$ cat src/sv/blo_pkg.sv
// shared types and constants for the bounded ordered list
`timescale 1ns / 1ps
package blo_pkg;

    localparam int DATA_W    = 32;
    localparam int ACT_W     = 2;
    localparam int POS_W     = 5;
    localparam int STAT_W    = 2;
    localparam int FIDX_W    = 4;
    localparam int LEN_W     = 5;
    localparam int DEPTH_DEF = 16;
    // match bits examined per scan cycle
    localparam int SCAN_W    = 8;

    localparam logic [ACT_W-1:0] ACT_FIND   = 2'd0;
    localparam logic [ACT_W-1:0] ACT_INSERT = 2'd1;
    localparam logic [ACT_W-1:0] ACT_DELETE = 2'd2;
    // spare code, answered as a bad request
    localparam logic [ACT_W-1:0] ACT_UNUSED = 2'd3;

    localparam logic [STAT_W-1:0] ST_OK           = 2'd0;
    localparam logic [STAT_W-1:0] ST_NOT_FOUND    = 2'd1;
    localparam logic [STAT_W-1:0] ST_BAD_POSITION = 2'd2;
    localparam logic [STAT_W-1:0] ST_FULL         = 2'd3;

    typedef struct packed {
        logic                     ins_en;
        logic                     del_en;
        logic                     cmp_en;
        logic                     scan_shift;
        logic [POS_W-1:0]         pos;
        logic signed [DATA_W-1:0] value;
    } cell_ctrl_t;

endpackage

$ cat src/sv/blo_cell.sv
// one list cell: holds one entry and one match bit
`timescale 1ns / 1ps
module blo_cell #(
    parameter int DEPTH = 16,
    parameter int IDX   = 0,
    parameter int CW    = 5
) (
    input  logic                             clk,
    input  logic                             rst_n,
    input  blo_pkg::cell_ctrl_t              ctrl,
    input  logic [CW-1:0]                    count,
    input  logic signed [blo_pkg::DATA_W-1:0] left_entry,
    input  logic signed [blo_pkg::DATA_W-1:0] right_entry,
    input  logic                             match_in,
    output logic signed [blo_pkg::DATA_W-1:0] entry,
    output logic                             match
);
    import blo_pkg::*;

    localparam int IW = ($clog2(DEPTH) > POS_W) ? $clog2(DEPTH) : POS_W;

    logic signed [DATA_W-1:0] entry_reg, entry_next;
    logic                     match_reg, match_next;
    logic [IW-1:0]            pos_ext;
    logic                     occupied;

    assign pos_ext  = IW'(ctrl.pos);
    assign occupied = CW'(IDX) < count;

    always_comb
    begin
        entry_next = entry_reg;
        if (ctrl.ins_en)
        begin
            if (IW'(IDX) == pos_ext)
                entry_next = ctrl.value;
            else if (IW'(IDX) > pos_ext)
                entry_next = left_entry;
        end
        else if (ctrl.del_en)
        begin
            if (IW'(IDX) >= pos_ext)
                entry_next = right_entry;
        end
    end

    always_comb
    begin
        match_next = match_reg;
        if (ctrl.cmp_en)
            match_next = occupied && (entry_reg == ctrl.value);
        else if (ctrl.scan_shift)
            match_next = match_in;
    end

    always_ff @(posedge clk)
    begin
        entry_reg <= entry_next;
    end

    always_ff @(posedge clk or negedge rst_n)
    begin
        if (!rst_n)
            match_reg <= 1'b0;
        else
            match_reg <= match_next;
    end

    assign entry = entry_reg;
    assign match = match_reg;

endmodule

$ cat src/sv/bounded_ordered_list_top.sv
// bounded ordered list: a row of entry cells with find, insert and delete
//
// usage: drive action, value and position with start high; the transaction is
// taken at a rising edge where start is high and busy is low.
// insert and delete shift the entries at or after the position by one cell
// at once: on insert the cell at the position loads the value and each later
// cell its left neighbor, on delete each such cell loads its right neighbor.
// their result (and that of an unused action code) appears on done in the cycle
// after the transaction is taken; busy stays low. find compares all cells at
// once in the accepting cycle, then scans the match bits eight per cycle as they
// shift down the row; busy is high while the scan runs.
// each result (status, found_index, length) is shown for exactly one cycle
// with done high; the receiver cannot stall, so nothing is held back.
// reset empties the list (length zero); entry contents are not cleared and
// only positions below the length are ever read.
`timescale 1ns / 1ps
module bounded_ordered_list_top #(
    parameter int DEPTH = blo_pkg::DEPTH_DEF
) (
    input  logic                              clk,
    input  logic                              rst_n,
    input  logic                              start,
    output logic                              busy,
    input  logic [blo_pkg::ACT_W-1:0]         action,
    input  logic signed [blo_pkg::DATA_W-1:0] value,
    input  logic [blo_pkg::POS_W-1:0]         position,
    output logic                              done,
    output logic [blo_pkg::STAT_W-1:0]        status,
    output logic [blo_pkg::FIDX_W-1:0]        found_index,
    output logic [blo_pkg::LEN_W-1:0]         length
);
    import blo_pkg::*;

    localparam int CW   = $clog2(DEPTH + 1);
    localparam int CMPW = (CW > POS_W) ? CW : POS_W;
    localparam int BW   = $clog2(DEPTH + SCAN_W + 1);
    localparam int PW   = $clog2(SCAN_W);

    typedef enum logic [1:0] {
        S_IDLE = 2'b01,
        S_SCAN = 2'b10
    } state_t;

    state_t                    state_reg, state_next;
    logic [CW-1:0]             count_reg, count_next;
    logic [BW-1:0]             base_reg, base_next;
    logic                      done_reg, done_next;
    logic [STAT_W-1:0]         status_reg, status_next;
    logic [FIDX_W-1:0]         found_reg, found_next;
    logic [LEN_W-1:0]          length_reg, length_next;

    cell_ctrl_t                ctrl;
    logic                      accept;
    logic [CMPW-1:0]           pos_ext, cnt_ext;
    logic                      full;
    logic                      ins_bad, del_bad;
    logic signed [DATA_W-1:0]  entry_w [DEPTH];
    logic [DEPTH-1:0]          match_w;
    logic [DEPTH-1:0]          match_in_w;
    logic [SCAN_W-1:0]         scan_bits;
    logic                      hit, last;
    logic [PW-1:0]             hit_idx;
    logic [BW-1:0]             base_step, hit_pos;

    assign busy    = (state_reg == S_SCAN);
    assign accept  = start && !busy;
    assign pos_ext = CMPW'(position);
    assign cnt_ext = CMPW'(count_reg);
    assign full    = (count_reg == CW'(DEPTH));
    assign ins_bad = pos_ext > cnt_ext;
    assign del_bad = pos_ext >= cnt_ext;

    always_comb
    begin
        ctrl.ins_en     = accept && (action == ACT_INSERT) && !ins_bad && !full;
        ctrl.del_en     = accept && (action == ACT_DELETE) && !del_bad;
        ctrl.cmp_en     = accept && (action == ACT_FIND);
        ctrl.scan_shift = busy && !hit && !last;
        ctrl.pos        = position;
        ctrl.value      = value;
    end

    // row of cells
    for (genvar i = 0; i < DEPTH; i++)
    begin : g_cell
        logic signed [DATA_W-1:0] left_e, right_e;
        if (i == 0)
        begin : g_first
            assign left_e = value;
        end
        else
        begin : g_left
            assign left_e = entry_w[i-1];
        end
        if (i == DEPTH - 1)
        begin : g_last
            assign right_e = entry_w[i];
        end
        else
        begin : g_right
            assign right_e = entry_w[i+1];
        end
        // match bits move down by one scan group per cycle while a scan goes on
        if (i + SCAN_W < DEPTH)
        begin : g_min
            assign match_in_w[i] = match_w[i+SCAN_W];
        end
        else
        begin : g_mzero
            assign match_in_w[i] = 1'b0;
        end

        blo_cell #(
            .DEPTH (DEPTH),
            .IDX   (i),
            .CW    (CW)
        ) u_cell (
            .clk         (clk),
            .rst_n       (rst_n),
            .ctrl        (ctrl),
            .count       (count_reg),
            .left_entry  (left_e),
            .right_entry (right_e),
            .match_in    (match_in_w[i]),
            .entry       (entry_w[i]),
            .match       (match_w[i])
        );
    end

    for (genvar k = 0; k < SCAN_W; k++)
    begin : g_scan
        if (k < DEPTH)
        begin : g_bit
            assign scan_bits[k] = match_w[k];
        end
        else
        begin : g_pad
            assign scan_bits[k] = 1'b0;
        end
    end

    // lowest set bit of the group under the scan window
    always_comb
    begin
        hit_idx = '0;
        for (int k = SCAN_W - 1; k >= 0; k--)
        begin
            if (scan_bits[k])
                hit_idx = PW'(k);
        end
    end

    assign hit       = |scan_bits;
    assign base_step = base_reg + BW'(SCAN_W);
    assign hit_pos   = base_reg + BW'(hit_idx);
    assign last      = base_step >= BW'(count_reg);

    always_comb
    begin
        state_next  = state_reg;
        count_next  = count_reg;
        base_next   = base_reg;
        done_next   = 1'b0;
        status_next = status_reg;
        found_next  = found_reg;
        length_next = length_reg;

        if (ctrl.ins_en)
            count_next = count_reg + CW'(1);
        else if (ctrl.del_en)
            count_next = count_reg - CW'(1);

        case (state_reg)
            S_IDLE:
            begin
                if (accept)
                begin
                    if (action == ACT_FIND)
                    begin
                        state_next = S_SCAN;
                        base_next  = '0;
                    end
                    else
                    begin
                        done_next   = 1'b1;
                        found_next  = '0;
                        length_next = LEN_W'(count_next);
                        if (action == ACT_INSERT)
                            status_next = ins_bad ? ST_BAD_POSITION :
                                          (full ? ST_FULL : ST_OK);
                        else if (action == ACT_DELETE)
                            status_next = del_bad ? ST_BAD_POSITION : ST_OK;
                        else
                            status_next = ST_BAD_POSITION;
                    end
                end
            end
            S_SCAN:
            begin
                if (hit || last)
                begin
                    state_next  = S_IDLE;
                    done_next   = 1'b1;
                    status_next = hit ? ST_OK : ST_NOT_FOUND;
                    found_next  = hit ? hit_pos[FIDX_W-1:0] : '0;
                    length_next = LEN_W'(count_reg);
                end
                else
                begin
                    base_next = base_step;
                end
            end
            default:
            begin
                state_next = S_IDLE;
            end
        endcase
    end

    always_ff @(posedge clk or negedge rst_n)
    begin
        if (!rst_n)
        begin
            state_reg <= S_IDLE;
            count_reg <= '0;
            base_reg  <= '0;
            done_reg  <= 1'b0;
        end
        else
        begin
            state_reg <= state_next;
            count_reg <= count_next;
            base_reg  <= base_next;
            done_reg  <= done_next;
        end
    end

    always_ff @(posedge clk)
    begin
        status_reg <= status_next;
        found_reg  <= found_next;
        length_reg <= length_next;
    end

    assign done        = done_reg;
    assign status      = status_reg;
    assign found_index = found_reg;
    assign length      = length_reg;

    a_count_bound: assert property (@(posedge clk) disable iff (!rst_n)
        count_reg <= CW'(DEPTH))
        else $error("list length above depth");

    a_quick_result: assert property (@(posedge clk) disable iff (!rst_n)
        accept && (action != ACT_FIND) |=> done && !busy)
        else $error("insert or delete result not produced next cycle");

    a_find_scans: assert property (@(posedge clk) disable iff (!rst_n)
        accept && (action == ACT_FIND) |=> busy && !done)
        else $error("find did not enter scan");

    a_full_status: assert property (@(posedge clk) disable iff (!rst_n)
        done && (status == ST_FULL) |-> (count_reg == CW'(DEPTH)))
        else $error("full reported on a list that is not full");

endmodule

$ cat config.mk
export PLATFORM = sky130hd
export DESIGN_NAME = bounded_ordered_list_top
export DESIGN_NICKNAME = d
export VERILOG_FILES = /design/src/sv/blo_pkg.sv /design/src/sv/blo_cell.sv /design/src/sv/bounded_ordered_list_top.sv
export SDC_FILE = /design/constraint.sdc
export NUM_CORES = 1
export LEC_CHECK = 0
export BUFFER_PORTS_ARGS = -buffer_cell sky130_fd_sc_hd__buf_2
export CAP_MARGIN = 20
export CELL_PAD_IN_SITES_DETAIL_PLACEMENT = 1
export CELL_PAD_IN_SITES_GLOBAL_PLACEMENT = 1
export CORE_ASPECT_RATIO = 2
export CORE_MARGIN = 5
export CORE_UTILIZATION = 55
export DETAILED_ROUTE_END_ITERATION = 8
export GPL_TIMING_DRIVEN = 0
export PLACE_DENSITY_LB_ADDON = 0.12
export SETUP_SLACK_MARGIN = 0.3
export SYNTH_ARGS = -nofsm -noshare
export SYNTH_HDL_FRONTEND = slang
export SYNTH_SLANG_ARGS = --single-unit
$ cat constraint.sdc
create_clock -name clk -period 8.8 [get_ports clk]
set_input_delay 1.76 -clock clk [delete_from_list [all_inputs] [get_ports clk]]
set_output_delay 1.76 -clock clk [all_outputs]
set_load 0.005 [all_outputs]
**Word-level counts from Yosys, hierarchy flattened**

Cells that the tools add are included.

- Register bits: 552
- Input bits: 42
- Output and inout port bits: 13

- Add/subtract/negate cells: 4
- $lt $le $gt $ge: 50
- Eq/ne operators: 56
- Mux-type cells: 143
- Reductions and logical operators: 73

Operators by type and width:

| cell | count |
|---|---|
| 32-bit 2-to-1 mux | 77 |
| 32-bit equality test | 16 |
| 3-bit AND reduction | 16 |
| 3-bit by 1-bit != test with 1-bit output, second input constant | 15 |
| 4-bit by 5-bit equality test with 1-bit output, first input constant | 8 |
| 4-bit by 5-bit > comparator with 1-bit output, first input constant | 8 |
| 4-bit by 5-bit less-than comparator with 1-bit output, first input constant | 8 |
| 5-bit 2-to-1 mux | 8 |
| 2-bit nonzero test | 19 |
| 4-bit by 5-bit >= comparator with 1-bit output, first input constant | 7 |
| 1-bit 2-to-1 mux | 29 |
| 1-bit logical AND | 25 |
| 3-bit 2-to-1 mux | 8 |
| 2-bit 2-to-1 mux | 11 |
| 3-bit by 5-bit equality test with 1-bit output, first input constant | 4 |
| 3-bit by 5-bit >= comparator with 1-bit output, first input constant | 4 |
| 3-bit by 5-bit > comparator with 1-bit output, first input constant | 4 |
| 3-bit by 5-bit less-than comparator with 1-bit output, first input constant | 4 |
| 5-bit one-hot mux with 2 select lines | 2 |
| 4-bit 2-to-1 mux | 4 |
| 2-bit by 5-bit equality test with 1-bit output, first input constant | 2 |
| 1-bit by 5-bit >= comparator with 1-bit output, first input constant | 2 |
| 2-bit by 5-bit >= comparator with 1-bit output, first input constant | 2 |
| 5-bit >= comparator | 2 |
| 25 further kinds | 41 |

**Depth between registers and ports, before layout**

- Depth in word-level cells: 12
- Depth in mapped cells: 12
- Gate-level depth less buffers: 7

**Modules after synthesis**

A second synthesis with hierarchy kept.

- Cells, all modules: 3,192
- Area, all modules: 34,674.5 um^2

Modules (own cells, without submodules):

| module | times used | cells an instance | area each (um^2) |
|---|---|---|---|
| blo_cell at g_cell[10].u_cell | 1 | 192 | 2,123.3 |
| blo_cell at g_cell[13].u_cell | 1 | 191 | 2,107.0 |
| blo_cell at g_cell[11].u_cell | 1 | 190 | 2,103.3 |
| blo_cell at g_cell[2].u_cell | 1 | 192 | 2,083.2 |
| blo_cell at g_cell[3].u_cell | 1 | 190 | 2,083.2 |
| blo_cell at g_cell[9].u_cell | 1 | 197 | 2,079.5 |
| blo_cell at g_cell[0].u_cell | 1 | 190 | 2,078.2 |
| blo_cell at g_cell[14].u_cell | 1 | 191 | 2,072.0 |
| blo_cell at g_cell[12].u_cell | 1 | 192 | 2,070.7 |
| blo_cell at g_cell[5].u_cell | 1 | 190 | 2,070.7 |
| blo_cell at g_cell[8].u_cell | 1 | 190 | 2,068.2 |
| blo_cell at g_cell[4].u_cell | 1 | 193 | 2,067.0 |
| blo_cell at g_cell[6].u_cell | 1 | 192 | 2,067.0 |
| blo_cell at g_cell[15].u_cell | 1 | 189 | 2,055.7 |
| 3 more rows | -- | -- | -- |

**Least setup slack after synthesis**

OpenSTA, ideal clock, no wires.

- Path kind: input to register
- Start: input port position[3] (netlist bit)
- End: register g_cell[12].u_cell.entry_reg[0], enable pin
- Library setup time: 0.502 ns
- Data arrival time: 6.069 ns
- Setup slack: 2.228 ns
- Stages: 6
- Buffers on the path: 0
- Cells stage by stage: ha_1 and3_1 a311oi_1 o21bai_1 nand3_1 nor4_1

- Longest elaborated chain between the ends: 6
- Elaborated cells on any way between the ends: 14
- Those cells by class: order compare (4); eq/ne (2); reduce/logical (8)

Ends and longest elaborated chain:

| element | line | text |
|---|---|---|
| start: declaration | bounded_ordered_list_top.sv:26 | `input logic [blo_pkg::POS_W-1:0] position,` |
| 5-bit > comparator | bounded_ordered_list_top.sv:70 | `assign ins_bad = pos_ext > cnt_ext;` |
| 1-bit logical NOT | bounded_ordered_list_top.sv:75 | `ctrl.ins_en = accept && (action == ACT_INSERT) && !ins_bad && !full;` |
| 1-bit logical AND (2 in a row) | bounded_ordered_list_top.sv:75 |  |
| 3-bit by 1-bit != test with 1-bit output (no line) / 2-bit nonzero test (equally long branches) | -- |  |
| 3-bit AND reduction (no line) (*) | -- |  |
| end signal: assignment | blo_cell.sv:58 | `entry_reg <= entry_next;` |
| end: declaration | blo_cell.sv:22 | `logic signed [DATA_W-1:0] entry_reg, entry_next;` |

Mark *: on every way between the ends. The rest lies on a longest branch, timed or not.
A chain may end at the register's enable or synchronous reset.

**Final worst setup path**

- Start: input port position[0] (netlist bit)
- End: register g_cell[13].u_cell.entry_reg[25], enable pin

- Longest elaborated chain between the ends: 6
- Elaborated cells on any way between the ends: 14
- Those cells by class: order compare (4); eq/ne (2); reduce/logical (8)

Ends and longest elaborated chain:

| element | line |
|---|---|
| 5-bit > comparator | bounded_ordered_list_top.sv:70 |
| 1-bit logical NOT | bounded_ordered_list_top.sv:75 |
| 1-bit logical AND (2 in a row) | bounded_ordered_list_top.sv:75 |
| 3-bit by 1-bit != test with 1-bit output (no line) / 2-bit nonzero test (equally long branches) | -- |
| 3-bit AND reduction (no line) (*) | -- |
| end signal: assignment | blo_cell.sv:58 |
| end: declaration | blo_cell.sv:22 |

Marks and branches as above.

==> flow_summary.toml <==
[hold_path]
whs_path_depth = 2
hp-class = "register to register"
hold_start = "state_reg[0]"
holdPathEnd = "state_reg[0]"

[timing]
fin_worst_skew_ns = 0.0219
min_period_over_period_pct = 60.8
slew_headroom_pct = -7.85
rsz0062_at_grt = "false"
fin_setup_tns_ns = 0
fmax_ghz = 0.187
slew_viol_final = 5
finalWorstSetupSlack_ns = 3.45
period_minus_slack_ns = 5.35
setup_viol = 0
max_slew.worst_pin.slew_ns = 1.62
hold_viol = 0

[die]
rows = 130
fp.dieArea_mm2 = 0.0683
io_pins = 55
die_h_um = 365
coreArea_mm2 = 0.0626
start_util_pct = 55.2
die_w_um = 187

[detailed_routing]
routed_wl_mm = 186
drt-vias-per-instance = 7.62
dr.pass1.iters = 7
wl_per_cell_um = 44.4
initialDrtViolationCount = 5314
vias = 31800
drcViolationCount = 1
ant_nets = 0

[logic_synthesis]
synth_top_area_share_pct = 45.4
ys_async_sr_fraction_pct = 4.74
yosysTopAreaCell = "edfxtp_1"
synth_nets = 3218
synth_seq_cells = 549
avgSynthCellArea_um2 = 10.9
syn_area_mm2 = 0.0346
synth_common_cells = "edfxtp_1 (523), o21ai_0 (517), mux2i_1 (415)"
synth_area_leaders = "edfxtp_1 (45%), mux2i_1 (12%), o21ai_0 (7.5%), xor2_1 (7.1%), xnor2_1 (6.1%)"
yosysWarnings = 0
syn_inst = 3162
ys.flop_type = "edfxtp_1"
yosysMostFrequentCell = "edfxtp_1"
synth_edf_count = 523
seq_area_frac_synth_pct = 47.3
synth_cell_types = 64

[power]
leakage_nw = 14.2
peakVddDrop_mv = 0.170
p_total_w = 0.00798
powerDensity_mw_per_mm2 = 205

[cells_and_area]
nFillCells = 6619
final_area_mm2 = 0.0388
largest_register_ffs = 512
utilization_pct = 62.0
fin_nets = 3376
area_growth_pct = 12.2
layout-drive-gt1-share_pct = 11.6

[clock_network]
cts_root_buf = "clkbuf_16"
cts_setup_buffers = 0
cts.clk_slew.worst_paths_ns = 0.08
numClockSinks = 549
htreeDepth = 2
numCtsBuffers = 53
tritoncts = "yes"
cts_hold_buffers = 0
cts_resized = 0
clk_latency_ns = 0.67
cts.path.max_buffers = 3

[critical_path]
slowest_stage = "nor3_2"
critical_path.endpoint_type = "register"
r2r_slack_ns = 3.62
crit_fanout = 14
r2r_cells = 10
critical_path_class = "input pin to register"
critPathRequiredTime_ns = 9.17
r2r_end = "g_cell[13].u_cell.entry[25]"
cpPeakStageDelay_ns = 0.95
crit_arrival_ns = 5.72
path_cells = "buf_2 > inv_1 > ha_1 > a311oi_1 > o21bai_1 > nand3_1 > clkbuf_1 > nor3_2 > buf_6"
critPathLaunchType = "input pin"
rr_startpoint = "cnt_ext[4]"

[grt]
overflow = 0
grt_pass1_wl_mm = 253
antenna_found_initial = 23
grt_max_degree = 33
track_usage_pct = 53.3
grt_pass1_vias = 31200

[placement]
dp_hpwl_mm = 140
placed_cell_area_mm2 = 0.0368
preCtsSetupSlack_ns = 3.04
globalplace.congestion = 1.09
portBuffers = 22

[status]
outcome = "complete, but fails checks"
violations = "design-rule violations, max-slew violations"

[job]
maxCapViolations = 0
routing by layer:
layer	vias to the layer above	routed length, um	GRT usage (%)
met3	1154	24100	21.0
met2	3126	77700	78.0
li1	12000	-	-
met5	-	58	1.35
met4	4	27400	57.7
met1	15500	56300	55.6
layout by cell type, fill, tap and decap left out, types with 14 or more instances in the layout:
master,instances
dfrtp_1,25
buf_2,88
xor2_1,282
o21ai_0,516
o21ai_1,324
mux2i_1,415
xnor2_1,240
nand4_1,72
clkbuf_16,53
diode_2,21
clkbuf_1,236
mux2_1,38
edfxtp_1,523
nand3_1,25
mux2_2,82
a21oi_1,16
buf_1,23
inv_1,17
nor3_1,20
buf_6,31
nand2_1,15
nor4_1,81
ha_1,14
buf_8,48
cell type report:
type / count / area [um^2] / share of cell area (%)
timing repair buffer: 103 / 1330 / 3.44
buffer: 337 / 1480 / 3.80
sequential: 549 / 16400 / 42.1
multi-input combinational: 2258 / 16800 / 43.4
tap: 792 / 991 / 2.55
antenna: 21 / 52.6 / 0.135
inverter: 18 / 67.6 / 0.174
clock buffer: 63 / 1360 / 3.51
clock inverter: 35 / 335 / 0.864
report_power, final:
| part | total (W) | switching, W | leakage (nW) | internal (W) |
|---|---|---|---|---|
| registers | 0.00328 | 0.000171 | 5.08 | 0.00311 |
| clock network | 0.00242 | 0.00113 | 0.838 | 0.00129 |
| logic | 0.00228 | 0.00169 | 8.28 | 0.000593 |
| total | 0.00798 | 0.00299 | 14.2 | 0.00499 |
worst max-delay path: cells and delay by family:
| kind | cells | cell delay, ns |
|---|---|---|
| AO/OA/AOI/OAI | 2 | 0.62 |
| adder cells (fa/ha/maj) | 1 | 0.37 |
| buffers and inverters | 4 | 1.38 |
| AND/OR/NAND/NOR | 2 | 1.57 |
worst max-delay path by stage:
stage | slack [ns] | from | to
global route | 3.46 | position[0] | g_cell[13].u_cell.entry[17]
finish | 3.45 | position[0] | g_cell[13].u_cell.entry[25]
global placement | 0.41 | position[3] | g_cell[14].u_cell.entry[29]
floorplan | 2.23 | position[3] | g_cell[12].u_cell.entry[0]
detailed placement | 3.04 | position[0] | g_cell[13].u_cell.entry[28]
CTS | 3.65 | position[0] | g_cell[13].u_cell.entry[18]
metrics by stage:
| stage | hold slack, ns | std cells |
|---|---|---|
| 6_report | 0.542 | 4176 |
| 5_1_grt | 0.567 | 4158 |
| 4_1_cts | 0.543 | 4136 |
| 3_5_place_dp | 0.533 | 4038 |
| 3_3_place_gp | 0.509 | 3976 |
| 2_1_floorplan | 0.451 | 3162 |
cells by family (layout without fill, tap and decap cells):
logic type	Yosys count	count (layout)	share of synthesized area [%]
AOI/OAI and AO/OA	910	910	13.7
DFF	549	549	47.3
muxes	545	545	16.3
xor gates and xnor gates	522	522	13.2
buffers and inverters	355	556	4.44
and+or+nand+nor	266	266	4.50
adders and majority gates	14	14	0.506
other	1	22	0.0108
Power figures use the tool's default switching activity.
